[src/design/ck_pkg.sv]
// Shared types, constants and helper functions for the chroma key alpha block.
// Used by every module of the block; it depends on nothing else.
package ck_pkg;

  // Field widths.
  localparam int CK_PIX_W  = 8;   // one color byte
  localparam int CK_DIST_W = 18;  // squared distance and radii
  localparam int CK_SQ_W   = 16;  // one squared component difference
  localparam int CK_NUM_W  = 26;  // 255 times a distance difference
  localparam int CK_QUO_W  = 8;   // alpha quotient

  // Configuration port.
  localparam int CK_CFG_IDX_W = 3;
  localparam logic [CK_CFG_IDX_W-1:0] CK_REG_KEY_RED   = 3'd0;
  localparam logic [CK_CFG_IDX_W-1:0] CK_REG_KEY_GREEN = 3'd1;
  localparam logic [CK_CFG_IDX_W-1:0] CK_REG_KEY_BLUE  = 3'd2;
  localparam logic [CK_CFG_IDX_W-1:0] CK_REG_INNER_SQ  = 3'd3;
  localparam logic [CK_CFG_IDX_W-1:0] CK_REG_OUTER_SQ  = 3'd4;

  localparam logic [CK_PIX_W-1:0]  CK_RST_KEY_RED   = 8'd55;
  localparam logic [CK_PIX_W-1:0]  CK_RST_KEY_GREEN = 8'd177;
  localparam logic [CK_PIX_W-1:0]  CK_RST_KEY_BLUE  = 8'd77;
  localparam logic [CK_DIST_W-1:0] CK_RST_INNER_SQ  = 18'd6400;
  localparam logic [CK_DIST_W-1:0] CK_RST_OUTER_SQ  = 18'd14400;

  localparam logic [CK_PIX_W-1:0] CK_ALPHA_OPAQUE = 8'd255;
  localparam logic [CK_PIX_W-1:0] CK_ALPHA_CLEAR  = 8'd0;

  // Queue between classifier and divider.
  localparam int CK_QDEPTH = 4;
  localparam int CK_QPTR_W = $clog2(CK_QDEPTH);
  localparam int CK_QCNT_W = $clog2(CK_QDEPTH + 1);

  // Number of restoring divide stages, one quotient bit each.
  localparam int CK_DIV_STAGES = CK_QUO_W;

  // Classification of a pixel against the two radii.
  typedef enum logic [1:0] {
    CK_CLS_ZERO,
    CK_CLS_FULL,
    CK_CLS_RAMP
  } ck_cls_t;

  // One classified item as it waits in the queue.
  typedef struct packed {
    logic [CK_PIX_W-1:0]  red;
    logic [CK_PIX_W-1:0]  green;
    logic [CK_PIX_W-1:0]  blue;
    ck_cls_t              cls;
    logic [CK_DIST_W-1:0] diff;
    logic [CK_DIST_W-1:0] den;
  } ck_item_t;

  // Queue status seen by the classifier and the divider.
  typedef struct packed {
    logic full;
    logic empty;
  } ck_qstat_t;

  // One item inside the divider pipeline.
  typedef struct packed {
    logic                 v;
    logic [CK_PIX_W-1:0]  red;
    logic [CK_PIX_W-1:0]  green;
    logic [CK_PIX_W-1:0]  blue;
    ck_cls_t              cls;
    logic [CK_NUM_W-1:0]  rem;
    logic [CK_DIST_W-1:0] den;
    logic [CK_QUO_W-1:0]  quo;
  } ck_div_t;

  // Absolute difference of two color bytes.
  function automatic logic [CK_PIX_W-1:0] ck_absdiff(input logic [CK_PIX_W-1:0] a,
                                                     input logic [CK_PIX_W-1:0] b);
    return (a > b) ? (a - b) : (b - a);
  endfunction

endpackage

[src/design/ck_front.sv]
// Classifier front end: squares the color differences, sums them and sorts the
// item against the two radii before pushing it into the queue. Uses ck_pkg.
module ck_front (
  input  logic                          clk,
  input  logic                          rst_n,
  input  logic                          in_valid,
  output logic                          in_stall,
  input  logic [ck_pkg::CK_PIX_W-1:0]   in_red,
  input  logic [ck_pkg::CK_PIX_W-1:0]   in_green,
  input  logic [ck_pkg::CK_PIX_W-1:0]   in_blue,
  input  logic [ck_pkg::CK_PIX_W-1:0]   key_red,
  input  logic [ck_pkg::CK_PIX_W-1:0]   key_green,
  input  logic [ck_pkg::CK_PIX_W-1:0]   key_blue,
  input  logic [ck_pkg::CK_DIST_W-1:0]  inner_sq,
  input  logic [ck_pkg::CK_DIST_W-1:0]  outer_sq,
  input  ck_pkg::ck_qstat_t             qstat,
  output logic                          push,
  output ck_pkg::ck_item_t              push_item
);

  logic                         adv;
  logic [ck_pkg::CK_PIX_W-1:0]  dr, dg, db;

  // Stage one: squared component differences.
  logic                         v1_r, v1_nxt;
  logic [ck_pkg::CK_PIX_W-1:0]  red1_r, green1_r, blue1_r;
  logic [ck_pkg::CK_SQ_W-1:0]   sqr_r, sqg_r, sqb_r;
  logic [ck_pkg::CK_SQ_W-1:0]   sqr_nxt, sqg_nxt, sqb_nxt;

  // Stage two: full squared distance.
  logic                         v2_r, v2_nxt;
  logic [ck_pkg::CK_PIX_W-1:0]  red2_r, green2_r, blue2_r;
  logic [ck_pkg::CK_DIST_W-1:0] dist_r, dist_nxt;

  // The whole front moves together; it only holds when its last item cannot be queued.
  assign adv      = !v2_r || !qstat.full;
  assign in_stall = !adv;
  assign push     = v2_r && !qstat.full;

  always_comb begin
    dr       = ck_pkg::ck_absdiff(in_red, key_red);
    dg       = ck_pkg::ck_absdiff(in_green, key_green);
    db       = ck_pkg::ck_absdiff(in_blue, key_blue);
    sqr_nxt  = dr * dr;
    sqg_nxt  = dg * dg;
    sqb_nxt  = db * db;
    v1_nxt   = in_valid;
    v2_nxt   = v1_r;
    dist_nxt = ck_pkg::CK_DIST_W'(sqr_r) + ck_pkg::CK_DIST_W'(sqg_r)
             + ck_pkg::CK_DIST_W'(sqb_r);
  end

  always_ff @(posedge clk) begin
    if (!rst_n) begin
      v1_r <= 1'b0;
      v2_r <= 1'b0;
    end else if (adv) begin
      v1_r <= v1_nxt;
      v2_r <= v2_nxt;
    end
  end

  always_ff @(posedge clk) begin
    if (adv) begin
      red1_r   <= in_red;
      green1_r <= in_green;
      blue1_r  <= in_blue;
      sqr_r    <= sqr_nxt;
      sqg_r    <= sqg_nxt;
      sqb_r    <= sqb_nxt;
      red2_r   <= red1_r;
      green2_r <= green1_r;
      blue2_r  <= blue1_r;
      dist_r   <= dist_nxt;
    end
  end

  // Sort the distance into clear, opaque or ramp. The ramp is only possible when
  // the outer radius lies above the inner one, so its denominator is never zero.
  always_comb begin
    push_item.red   = red2_r;
    push_item.green = green2_r;
    push_item.blue  = blue2_r;
    push_item.den   = outer_sq - inner_sq;
    push_item.diff  = '0;
    if (dist_r < inner_sq) begin
      push_item.cls = ck_pkg::CK_CLS_ZERO;
    end else if (dist_r >= outer_sq) begin
      push_item.cls = ck_pkg::CK_CLS_FULL;
    end else begin
      push_item.cls  = ck_pkg::CK_CLS_RAMP;
      push_item.diff = dist_r - inner_sq;
    end
  end

endmodule

[src/design/ck_queue.sv]
// Short item queue that decouples the classifier from the divider pipeline.
// Uses the item and status types of ck_pkg.
module ck_queue (
  input  logic              clk,
  input  logic              rst_n,
  input  logic              push,
  input  ck_pkg::ck_item_t  push_item,
  input  logic              pop,
  output ck_pkg::ck_item_t  pop_item,
  output ck_pkg::ck_qstat_t qstat
);

  ck_pkg::ck_item_t               mem_r [0:ck_pkg::CK_QDEPTH-1];
  logic [ck_pkg::CK_QPTR_W-1:0]   wr_ptr_r, wr_ptr_nxt;
  logic [ck_pkg::CK_QPTR_W-1:0]   rd_ptr_r, rd_ptr_nxt;
  logic [ck_pkg::CK_QCNT_W-1:0]   cnt_r, cnt_nxt;

  assign qstat.full  = (cnt_r == ck_pkg::CK_QCNT_W'(ck_pkg::CK_QDEPTH));
  assign qstat.empty = (cnt_r == '0);
  assign pop_item    = mem_r[rd_ptr_r];

  always_comb begin
    wr_ptr_nxt = push ? wr_ptr_r + 1'b1 : wr_ptr_r;
    rd_ptr_nxt = pop ? rd_ptr_r + 1'b1 : rd_ptr_r;
    cnt_nxt    = cnt_r;
    if (push && !pop) begin
      cnt_nxt = cnt_r + 1'b1;
    end else if (pop && !push) begin
      cnt_nxt = cnt_r - 1'b1;
    end
  end

  always_ff @(posedge clk) begin
    if (!rst_n) begin
      wr_ptr_r <= '0;
      rd_ptr_r <= '0;
      cnt_r    <= '0;
    end else begin
      wr_ptr_r <= wr_ptr_nxt;
      rd_ptr_r <= rd_ptr_nxt;
      cnt_r    <= cnt_nxt;
    end
  end

  always_ff @(posedge clk) begin
    if (push) begin
      mem_r[wr_ptr_r] <= push_item;
    end
  end

  a_no_overflow: assert property (@(posedge clk) disable iff (!rst_n)
    push |-> (!qstat.full || pop))
    else $error("queue written while full");

  a_no_underflow: assert property (@(posedge clk) disable iff (!rst_n)
    pop |-> !qstat.empty)
    else $error("queue read while empty");

endmodule

[src/design/ck_back.sv]
// Divider back end: forms 255 times the distance past the inner radius and
// divides it by the ramp width, one quotient bit per stage. Uses ck_pkg.
module ck_back (
  input  logic                        clk,
  input  logic                        rst_n,
  input  ck_pkg::ck_qstat_t           qstat,
  input  ck_pkg::ck_item_t            pop_item,
  output logic                        pop,
  output logic                        out_valid,
  input  logic                        out_stall,
  output logic [ck_pkg::CK_PIX_W-1:0] out_red,
  output logic [ck_pkg::CK_PIX_W-1:0] out_green,
  output logic [ck_pkg::CK_PIX_W-1:0] out_blue,
  output logic [ck_pkg::CK_PIX_W-1:0] out_alpha
);

  localparam int LAST = ck_pkg::CK_DIV_STAGES;

  logic                        adv;
  ck_pkg::ck_div_t             st_r   [0:LAST];
  ck_pkg::ck_div_t             st_nxt [0:LAST];

  logic                        out_v_r, out_v_nxt;
  logic [ck_pkg::CK_PIX_W-1:0] out_red_r, out_green_r, out_blue_r;
  logic [ck_pkg::CK_PIX_W-1:0] out_alpha_r, alpha_nxt;

  // Every stage moves together whenever the output register can be refilled.
  assign adv = !out_v_r || !out_stall;
  assign pop = adv && !qstat.empty;

  // Entry stage: 255 * diff is diff * 256 - diff.
  always_comb begin
    st_nxt[0].v     = pop;
    st_nxt[0].red   = pop_item.red;
    st_nxt[0].green = pop_item.green;
    st_nxt[0].blue  = pop_item.blue;
    st_nxt[0].cls   = pop_item.cls;
    st_nxt[0].den   = pop_item.den;
    st_nxt[0].quo   = '0;
    st_nxt[0].rem   = {pop_item.diff, 8'b0} - ck_pkg::CK_NUM_W'(pop_item.diff);
  end

  // Restoring division. The quotient of a ramp item is below 255, so eight bits
  // suffice and the first stage tries the divisor shifted up by seven.
  for (genvar s = 0; s < ck_pkg::CK_DIV_STAGES; s++) begin : g_div
    localparam int K = ck_pkg::CK_DIV_STAGES - 1 - s;
    logic [ck_pkg::CK_NUM_W-1:0] dsh;
    logic [ck_pkg::CK_NUM_W:0]   dif;

    assign dsh = ck_pkg::CK_NUM_W'(st_r[s].den) << K;
    assign dif = {1'b0, st_r[s].rem} - {1'b0, dsh};

    always_comb begin
      st_nxt[s+1] = st_r[s];
      if (!dif[ck_pkg::CK_NUM_W]) begin
        st_nxt[s+1].rem    = dif[ck_pkg::CK_NUM_W-1:0];
        st_nxt[s+1].quo[K] = 1'b1;
      end
    end
  end

  always_ff @(posedge clk) begin
    if (!rst_n) begin
      for (int i = 0; i <= LAST; i++) begin
        st_r[i].v <= 1'b0;
      end
    end else if (adv) begin
      for (int i = 0; i <= LAST; i++) begin
        st_r[i] <= st_nxt[i];
      end
    end
  end

  always_comb begin
    out_v_nxt = st_r[LAST].v;
    case (st_r[LAST].cls)
      ck_pkg::CK_CLS_ZERO: alpha_nxt = ck_pkg::CK_ALPHA_CLEAR;
      ck_pkg::CK_CLS_FULL: alpha_nxt = ck_pkg::CK_ALPHA_OPAQUE;
      ck_pkg::CK_CLS_RAMP: alpha_nxt = st_r[LAST].quo;
      default:             alpha_nxt = ck_pkg::CK_ALPHA_CLEAR;
    endcase
  end

  always_ff @(posedge clk) begin
    if (!rst_n) begin
      out_v_r <= 1'b0;
    end else if (adv) begin
      out_v_r <= out_v_nxt;
    end
  end

  always_ff @(posedge clk) begin
    if (adv) begin
      out_red_r   <= st_r[LAST].red;
      out_green_r <= st_r[LAST].green;
      out_blue_r  <= st_r[LAST].blue;
      out_alpha_r <= alpha_nxt;
    end
  end

  assign out_valid = out_v_r;
  assign out_red   = out_red_r;
  assign out_green = out_green_r;
  assign out_blue  = out_blue_r;
  assign out_alpha = out_alpha_r;

  a_rem_below_den: assert property (@(posedge clk) disable iff (!rst_n)
    (st_r[LAST].v && st_r[LAST].cls == ck_pkg::CK_CLS_RAMP)
      |-> (st_r[LAST].rem < ck_pkg::CK_NUM_W'(st_r[LAST].den)))
    else $error("divider remainder not below the ramp width");

  a_ramp_not_opaque: assert property (@(posedge clk) disable iff (!rst_n)
    (st_r[LAST].v && st_r[LAST].cls == ck_pkg::CK_CLS_RAMP)
      |-> (st_r[LAST].quo != ck_pkg::CK_ALPHA_OPAQUE))
    else $error("ramp quotient reached full opacity");

endmodule

[src/design/chroma_key_alpha_core.sv]
// Chroma key alpha core: passes an RGB pixel through and adds an alpha byte that
// grows with the squared distance to a programmable key color. Uses ck_pkg,
// ck_front, ck_queue and ck_back.
//
// The block takes one pixel item per clock while in_stall is low and returns one
// result item per pixel, in order, with the color bytes unchanged. A pixel
// passes through the classifier stages (squares, then their sum and the
// compares against the radii), the four-entry queue, an entry stage that forms
// 255 times the distance past the inner radius, the divider stages (one
// restoring step, one quotient bit per stage) and the output register. Alpha
// is 0 below the inner squared radius, otherwise 255 at or beyond the outer
// one, and floor(255*(d-inner)/(outer-inner)) in between; when the outer
// radius is not above the inner one there is no ramp. The divider pipeline
// holds as a whole while the output is stalled and the queue absorbs the
// classifier's items, so the input stalls only once the queue is full.
// Registers may be written at any time the write channel is valid
// (cfg_ready is always high), but are meant to change only while no pixel is in
// flight. Writes to an index outside the register list are ignored.
module chroma_key_alpha_core (
  input  logic                              clk,
  input  logic                              rst_n,
  // Pixel input.
  input  logic                              in_valid,
  output logic                              in_stall,
  input  logic [ck_pkg::CK_PIX_W-1:0]       in_red,
  input  logic [ck_pkg::CK_PIX_W-1:0]       in_green,
  input  logic [ck_pkg::CK_PIX_W-1:0]       in_blue,
  // Result output.
  output logic                              out_valid,
  input  logic                              out_stall,
  output logic [ck_pkg::CK_PIX_W-1:0]       out_red,
  output logic [ck_pkg::CK_PIX_W-1:0]       out_green,
  output logic [ck_pkg::CK_PIX_W-1:0]       out_blue,
  output logic [ck_pkg::CK_PIX_W-1:0]       out_alpha,
  // Register writes.
  input  logic                              cfg_valid,
  output logic                              cfg_ready,
  input  logic [ck_pkg::CK_CFG_IDX_W-1:0]   cfg_index,
  input  logic [ck_pkg::CK_DIST_W-1:0]      cfg_data
);

  // Configuration registers and their next values.
  logic [ck_pkg::CK_PIX_W-1:0]  key_red_r, key_red_nxt;
  logic [ck_pkg::CK_PIX_W-1:0]  key_green_r, key_green_nxt;
  logic [ck_pkg::CK_PIX_W-1:0]  key_blue_r, key_blue_nxt;
  logic [ck_pkg::CK_DIST_W-1:0] inner_sq_r, inner_sq_nxt;
  logic [ck_pkg::CK_DIST_W-1:0] outer_sq_r, outer_sq_nxt;

  // Links between classifier, queue and divider.
  logic              push;
  logic              pop;
  ck_pkg::ck_item_t  push_item;
  ck_pkg::ck_item_t  pop_item;
  ck_pkg::ck_qstat_t qstat;

  // The register file never back-pressures a write.
  assign cfg_ready = 1'b1;

  // Decode a write; data is truncated to the width of the addressed register.
  always_comb begin
    key_red_nxt   = key_red_r;
    key_green_nxt = key_green_r;
    key_blue_nxt  = key_blue_r;
    inner_sq_nxt  = inner_sq_r;
    outer_sq_nxt  = outer_sq_r;
    if (cfg_valid && cfg_ready) begin
      case (cfg_index)
        ck_pkg::CK_REG_KEY_RED:   key_red_nxt   = cfg_data[ck_pkg::CK_PIX_W-1:0];
        ck_pkg::CK_REG_KEY_GREEN: key_green_nxt = cfg_data[ck_pkg::CK_PIX_W-1:0];
        ck_pkg::CK_REG_KEY_BLUE:  key_blue_nxt  = cfg_data[ck_pkg::CK_PIX_W-1:0];
        ck_pkg::CK_REG_INNER_SQ:  inner_sq_nxt  = cfg_data;
        ck_pkg::CK_REG_OUTER_SQ:  outer_sq_nxt  = cfg_data;
        default: begin
        end
      endcase
    end
  end

  always_ff @(posedge clk) begin
    if (!rst_n) begin
      key_red_r   <= ck_pkg::CK_RST_KEY_RED;
      key_green_r <= ck_pkg::CK_RST_KEY_GREEN;
      key_blue_r  <= ck_pkg::CK_RST_KEY_BLUE;
      inner_sq_r  <= ck_pkg::CK_RST_INNER_SQ;
      outer_sq_r  <= ck_pkg::CK_RST_OUTER_SQ;
    end else begin
      key_red_r   <= key_red_nxt;
      key_green_r <= key_green_nxt;
      key_blue_r  <= key_blue_nxt;
      inner_sq_r  <= inner_sq_nxt;
      outer_sq_r  <= outer_sq_nxt;
    end
  end

  // Front end: distance and classification.
  ck_front u_front (
    .clk       (clk),
    .rst_n     (rst_n),
    .in_valid  (in_valid),
    .in_stall  (in_stall),
    .in_red    (in_red),
    .in_green  (in_green),
    .in_blue   (in_blue),
    .key_red   (key_red_r),
    .key_green (key_green_r),
    .key_blue  (key_blue_r),
    .inner_sq  (inner_sq_r),
    .outer_sq  (outer_sq_r),
    .qstat     (qstat),
    .push      (push),
    .push_item (push_item)
  );

  // Queue that lets the two halves stall independently.
  ck_queue u_queue (
    .clk       (clk),
    .rst_n     (rst_n),
    .push      (push),
    .push_item (push_item),
    .pop       (pop),
    .pop_item  (pop_item),
    .qstat     (qstat)
  );

  // Back end: ramp division and output register.
  ck_back u_back (
    .clk       (clk),
    .rst_n     (rst_n),
    .qstat     (qstat),
    .pop_item  (pop_item),
    .pop       (pop),
    .out_valid (out_valid),
    .out_stall (out_stall),
    .out_red   (out_red),
    .out_green (out_green),
    .out_blue  (out_blue),
    .out_alpha (out_alpha)
  );

endmodule

[config.mk]
export PLATFORM = sky130hd
export DESIGN_NAME = chroma_key_alpha_core
export DESIGN_NICKNAME = d
export VERILOG_FILES = /design/src/design/ck_pkg.sv /design/src/design/ck_front.sv /design/src/design/ck_queue.sv /design/src/design/ck_back.sv /design/src/design/chroma_key_alpha_core.sv
export SDC_FILE = /design/constraint.sdc
export NUM_CORES = 2
export LEC_CHECK = 0
export BUFFER_PORTS_ARGS = -buffer_cell sky130_fd_sc_hd__buf_2
export CORE_ASPECT_RATIO = 0.9
export CORE_MARGIN = 2
export CORE_UTILIZATION = 30
export DETAILED_ROUTE_END_ITERATION = 7
export GPL_TIMING_DRIVEN = 0
export PLACE_DENSITY = 0.49
export SETUP_SLACK_MARGIN = 0.3
export SLEW_MARGIN = 30
export SYNTH_ARGS = -nofsm -noshare
export SYNTH_HDL_FRONTEND = slang
export SYNTH_HIERARCHICAL = 1
export SYNTH_SLANG_ARGS = --single-unit
export TNS_END_PERCENT = 1
[constraint.sdc]
create_clock -name clk -period 32.4 [get_ports clk]
set_input_delay 1.62 -clock clk [delete_from_list [all_inputs] [get_ports clk]]
set_output_delay 1.62 -clock clk [all_outputs]
set_load 0.02 [all_outputs]
## Yosys cells after proc, flatten, opt, wreduce, memory -nomap -nowiden

Memories as Yosys holds them, arrays and structs flattened. A register that Yosys moved wholly into a read port is not among the register bits.
Cells that the tools add are included.
W data, S select, Z words.

- Add/sub/neg operators: 23
- Multipliers: 3
- Magnitude comparators: 5
- Equality and inequality tests: 7
- Muxes and demuxes: 43
- Bitwise gates (word level): 9
- Reduce and logical (&&, ||, !) cells: 22

Operators with widths:

| cell | count |
|---|---|
| $mux W26 | 8 |
| $mul A8 B8 Y16 | 3 |
| $sub A8 B8 Y8 | 6 |
| $mux W18 | 2 |
| $sub A18 B18 Y18 | 2 |
| $sub A26 B18 Y27 | 1 |
| $sub A26 B19 Y27 | 1 |
| $sub A26 B20 Y27 | 1 |
| $sub A26 B21 Y27 | 1 |
| $sub A26 B22 Y27 | 1 |
| $sub A26 B23 Y27 | 1 |
| $sub A26 B24 Y27 | 1 |
| $sub A26 B25 Y27 | 1 |
| $sub A26 B18 Y26 | 1 |
| $gt A8 B8 Y1 | 3 |
| $mux W8 | 3 |
| $mux W1 | 23 |
| $add A18 B16 Y18 | 1 |
| $ge A18 B18 Y1 | 1 |
| $lt A18 B18 Y1 | 1 |
| $add A16 B16 Y17 | 1 |
| $pmux W8 S2 | 1 |
| $reduce_and A2 Y1 | 5 |
| $or A1 B1 Y1 | 9 |
| other kinds (15) | 34 |

- Bits in registers: 216
- RAM bits: 959
- Output and inout port bits: 35
- Logic and storage cells: 139
- Memories: 2

Memories:

| memory | words | bits a word | read ports | clocked after memory_dff | write ports | RTL line | RTL |
|---|---|---|---|---|---|---|---|
| u_back.st_r | 9 | 79 | 9 | 0 | 9 | ck_back.sv:20 | `ck_pkg::ck_div_t st_r [0:LAST];` |
| u_queue.mem_r | 4 | 62 | 1 | 1 | 1 | ck_queue.sv:13 | `ck_pkg::ck_item_t mem_r [0:ck_pkg::CK_QDEPTH-1];` |

## Logic depth before layout (Yosys ltp)

- Depth after elaboration: 7
- Gate-level depth with buffers: 28

## Hierarchy

The synthesis kept the hierarchy.

Modules (own cells, without submodules):

| module | times used | cells an instance | area each (µm²) | seq. area each (µm²) |
|---|---|---|---|---|
| ck_back | 1 | 2,819 | 33,291.9 | 19,929.1 |
| ck_front | 1 | 1,434 | 13,589.3 | 3,373.2 |
| ck_queue | 1 | 367 | 9,461.6 | 7,627.3 |
| chroma_key_alpha_core | 1 | 235 | 2,396.0 | 1,201.2 |

## Worst setup path after synthesis

OpenSTA, ideal clock, no wires.

- Kind: input-to-reg
- From: in out_stall
- To: mem u_back/st_r[5][46] (netlist bit), data pin
- Arrival time: 20,323 ps
- Required time: 32,122 ps
- Path slack: 11,799 ps
- Stages on the path: 6
- Path buffers: 2
- Path through: nand2_1 nand2_1 clkinv_1 clkbuf_1 clkbuf_1 and2_1

RTL lines:

| what | RTL line | RTL |
|---|---|---|
| start: declaration | chroma_key_alpha_core.sv:30 | `input logic out_stall,` |
| end: declaration | ck_back.sv:20 |  |

## Worst setup path in the final report

- From: in in_green[0] (netlist bit)
- To: reg u_front/sqg_r[14] (netlist bit), data pin

- Longest elaborated chain between the ends: 3
- Elaborated cells on any way between the ends: 5

RTL lines:

| what | RTL line | RTL |
|---|---|---|
| start: declaration | chroma_key_alpha_core.sv:26 | `input logic [ck_pkg::CK_PIX_W-1:0] in_green,` |
| $sub A8 B8 Y8 or $gt A8 B8 Y1 (tied branches) | ck_pkg.sv:75 | `return (a > b) ? (a - b) : (b - a);` |
| $mux W8 (*) | ck_pkg.sv:75 |  |
| $mul A8 B8 Y16 (*) | ck_front.sv:45 | `sqg_nxt = dg * dg;` |
| net u_front.sqg_nxt, one bit | ck_front.sv:28 | `logic [ck_pkg::CK_SQ_W-1:0] sqr_nxt, sqg_nxt, sqb_nxt;` |
| end signal: assignment | ck_front.sv:69 | `sqg_r <= sqg_nxt;` |
| end: declaration | ck_front.sv:27 | `logic [ck_pkg::CK_SQ_W-1:0] sqr_r, sqg_r, sqb_r;` |

Mark *: on every way through the listed nets, which the timed path passes. The rest lies on a longest branch.
A chain may end at the register's enable or synchronous reset.

==> results <==
- The run finished with clean final reports.
- The cts-stage hold buffer count is 0.
- In the synthesized netlist, the cells that appear most often are 1022 x edfxtp_1, 469 x nor2_1, 456 x inv_1, 362 x ha_1, 344 x and3_1.
- The static leakage power is approximately 27 nW.
- Dividing the final minimum period by the clock period gives 23.6%.
- The count of nets left with antenna violations once routing finished came out at 0.
- The sort of element at the start of the critical path is an input pin.
- For this design, the sink count on the clock tree is roughly 1100.
- The synthesized instance count is 4855.
- The number of instances on the worst hold path is 0.
- The number of global-route vias before repair is roughly 37000.
- The worst path in the final design needs a cycle of around 7.6 ns, including I/O delays and setup.
- The post-cts resize count is 0.
- Buffers placed on the I/O ports in this run total between 80 and 90.
- Static timing analysis puts the maximum clock frequency at between 0.1 and 0.15 GHz.
- The clock insertion delay at the later pin of the skew report is around 0.77 ns.
- The number of cells on the worst reg-to-reg path is 22.
- For this run, the detailed router's first-pass iteration total came to 5.
- The number of vias per cell after detailed routing is approximately 4.7.
- Data on the critical path arrives at its endpoint at a little over 8 ns.
- 85 I/O pins were placed.
- For this design the ratio of total power to cell area is about 84 nW/µm².
- In this run the post-CTS setup repair buffer count came out at 0.
- The worst clock skew is roughly 0.069 ns.
- The H-tree depth is 3.
- The worst max-slew margin expressed relative to the limit is 33.5%.
- The detailed router finished its first iteration with ~2300 violations.
- The placeable core region is just under 200000 µm².
- STA classifies the critical path endpoint as a flop.
- The clock passes through at most 3 buffers.
- The most frequent cell after synthesis is edfxtp_1.
- For this block, the routed nets add up to roughly 130000 µm of wire.
- The path type of the worst setup path is in -> reg.
- The congestion estimate from routability-driven global placement came to between 0.8 and 0.9.
- The number of vias in the routed layout is around 37000.
- In the final routed layout, each cell accounts on average for around 17 µm.
- The share of the Yosys chip area taken by registers is around 55%.
- The DRC violation count after routing is 0.
- The critical-path maximum fanout is 10.
- In this run the cell area of the synthesized design comes to 58700 µm².
- The worst hold path belongs to the class reg -> reg.
- The post-route setup TNS is 0 ns.
- The design area is around 67000 µm².
- The first-pass GRT wire length is 213000 µm.
- For the pin with the worst max-slew slack, the measured transition is between 0.9 and 1 ns.
- Yosys mapped a number of flops with a built-in enable equal to 1022.
- The initial core utilization is a little under a third.
- The synthesized design contains 1094 register bits.
- The post-route netlist has around a tenth of its cells at a drive strength greater than 1.
- The layout-stage area growth over the synthesis result is 14.3%.
- The dominant register cell in the synthesized netlist is edfxtp_1.
- The clock root buffer is clkbuf_16.
- Detailed placement ended at an HPWL of a little over 100000 µm.
- The required time of the worst setup path is between 30 and 40 ns.
- The portion of synthesized cell area occupied by the leading cell type is between 50% and 60%.
- The global-route total usage across every layer is approximately 14%.
- Setup repair after global routing left no endpoint under its margin.
- The initial antenna violation count is 7.
- At the end of the flow, the number of nets in the layout was approximately 5600.
- In this run the cell area measured after placement is between 60000 and 70000 µm².
- Clock-pin slew was measured on the worst setup and hold paths at about 0.060 ns.
- The average cell area after synthesis is 12.1 µm².
- The total nets after synthesis is approximately 5400.
- The die footprint is 199000 µm².
- The hold violation total from the final report was 0.
- In the synthesized netlist the async set-or-reset flop fraction comes to 0%.
- The placement row count is 154.
- The count of different cell masters after synthesis is 106.
- The number of warning messages in the yosys log is 6.
- The largest voltage drop on the vdd net is approximately 62 µV.
- TritonCTS created roughly 120 clock buffers.
- The die is 470 µm wide.
- The max-slew violation count is 0.
- The y dimension of the die is ~420 µm.
- Setup violations remaining at the end of the flow were counted as 0.
- Entering global routing, the biggest net connects 52 pins.
- The cell taking the most area after synthesis is edfxtp_1.
- The CTS tree is built.
- The tool flagged a number of max-cap violations equal to 0.
- By area the synthesized netlist is led by edfxtp_1 52%, ha_1 7.7%, and3_1 3.7%.
- Global routing finished with a remaining overflow of 0.
==> per-stage QoR <==
step	hold WS [ns]	util (%)	worst slack, ns	instances	power [W]
after floorplan	0.400	-	11.80	4855	0.00375
after global placement	0.402	32.0	3.04	7512	0.00432
after detailed placement	0.405	32.3	24.06	7534	0.00430
after CTS	0.392	34.4	24.83	7757	0.00574
after global routing	0.421	34.4	24.30	7759	0.00610
final	0.392	34.4	24.77	7761	0.00567
==> routing by layer <==
layer  vias up  part of all wire [%]  global-route usage (%)  routed length (µm)
li1      18073                     -                       -                   -
met1     17736                    47                    18.0               62600
met2       536                    48                    22.9               64100
met3       212                   3.1                    1.87                4240
met4         0                   2.7                    3.97                3670
met5         -                     0                       0                   0
==> power breakdown <==
part	switching [W]	internal, W	leakage [nW]
sequential	0.0000879	0.00185	10.8
combinational	0.00133	0.000997	14.3
clock	0.000576	0.000834	2.01
==> worst paths after layout <==
| kind | from | to | slack (ns) |
|---|---|---|---|
| max reg2reg | key_green_r[0] | u_front/sqg_r[14] | 25.48 |
| min reg2reg | u_front/blue1_r[0] | u_front/blue2_r[0] | 0.39 |
| min | u_front/blue1_r[0] | u_front/blue2_r[0] | 0.39 |
| max | in_green[0] | u_front/sqg_r[14] | 24.77 |
==> cell usage in the layout (no fill, tap or decap), types with 52 or more instances in the layout <==
master | netlist | routed
a211oi_1 | 56 | 56
a21o_1 | 78 | 78
a21oi_1 | 221 | 221
and3_1 | 344 | 344
buf_2 | 23 | 106
clkbuf_1 | 144 | 154
clkbuf_16 | 0 | 120
dfxtp_1 | 72 | 72
edfxtp_1 | 1022 | 1022
fa_1 | 107 | 107
ha_1 | 362 | 362
inv_1 | 456 | 456
mux2i_1 | 153 | 153
mux4_2 | 60 | 60
nand2_1 | 206 | 205
nand3_1 | 52 | 52
nor2_1 | 469 | 469
nor2b_1 | 89 | 89
nor3_1 | 71 | 71
o21a_1 | 65 | 65
o21ai_0 | 123 | 123
xnor2_1 | 132 | 129
xor2_1 | 64 | 62
==> cell type report <==
cell class | instances | area (µm²)
diodes | 4 | 10.0
fillers | 19232 | 128000
flip-flops and latches | 1094 | 32100
multi-input cells | 3110 | 24000
clock buffers | 138 | 3110
inverters | 459 | 1720
well taps | 2574 | 3220
repair buffers | 105 | 946
clock inverters | 85 | 1010
plain buffers | 192 | 928
==> worst max-delay path, cell delays in order <==
cell and delay [ns]:
buf_2 0.16, inv_1 0.07, ha_1 0.16, inv_1 0.06, fa_1 0.42, a211oi_1 0.32, nor3_1 0.09, o22a_1 0.18
buf_4 0.17, mux2i_1 0.14, xnor2_1 0.48, clkbuf_1 0.46, nor2_1 0.16, fa_1 0.52, fa_1 0.49, inv_1 0.05
fa_1 0.45, fa_1 0.49, inv_1 0.04, ha_1 0.22, o41ai_1 0.56, o21ai_0 0.25, o41ai_1 0.40, xnor2_1 0.11
==> sequential cells by signal, indices dropped and copies added (netlist names), 15 cells and up, named ones only <==
| register | flops |
|---|---|
| u_back/st_r | 631 |
| u_queue/mem_r | 248 |
| inner_sq_r | 18 |
| outer_sq_r | 18 |
| u_front/dist_r | 18 |
| u_front/sqb_r | 15 |
| u_front/sqg_r | 15 |
| u_front/sqr_r | 15 |
==> logic make-up (layout without fill, tap and decap cells) <==
group,after synthesis,in the layout,synth area share (%)
AND/OR/NAND/NOR,1447,1447,12.5
flip-flops,1094,1094,54.7
AO/OA/AOI/OAI,778,778,8.91
buffers and inverters,651,979,4.50
adder cells (fa/ha/maj),469,469,11.4
multiplexers,216,216,5.02
XOR/XNOR,199,199,3.01
other,1,5,0.00638
No activity file was read; power rests on OpenSTA's default activity.
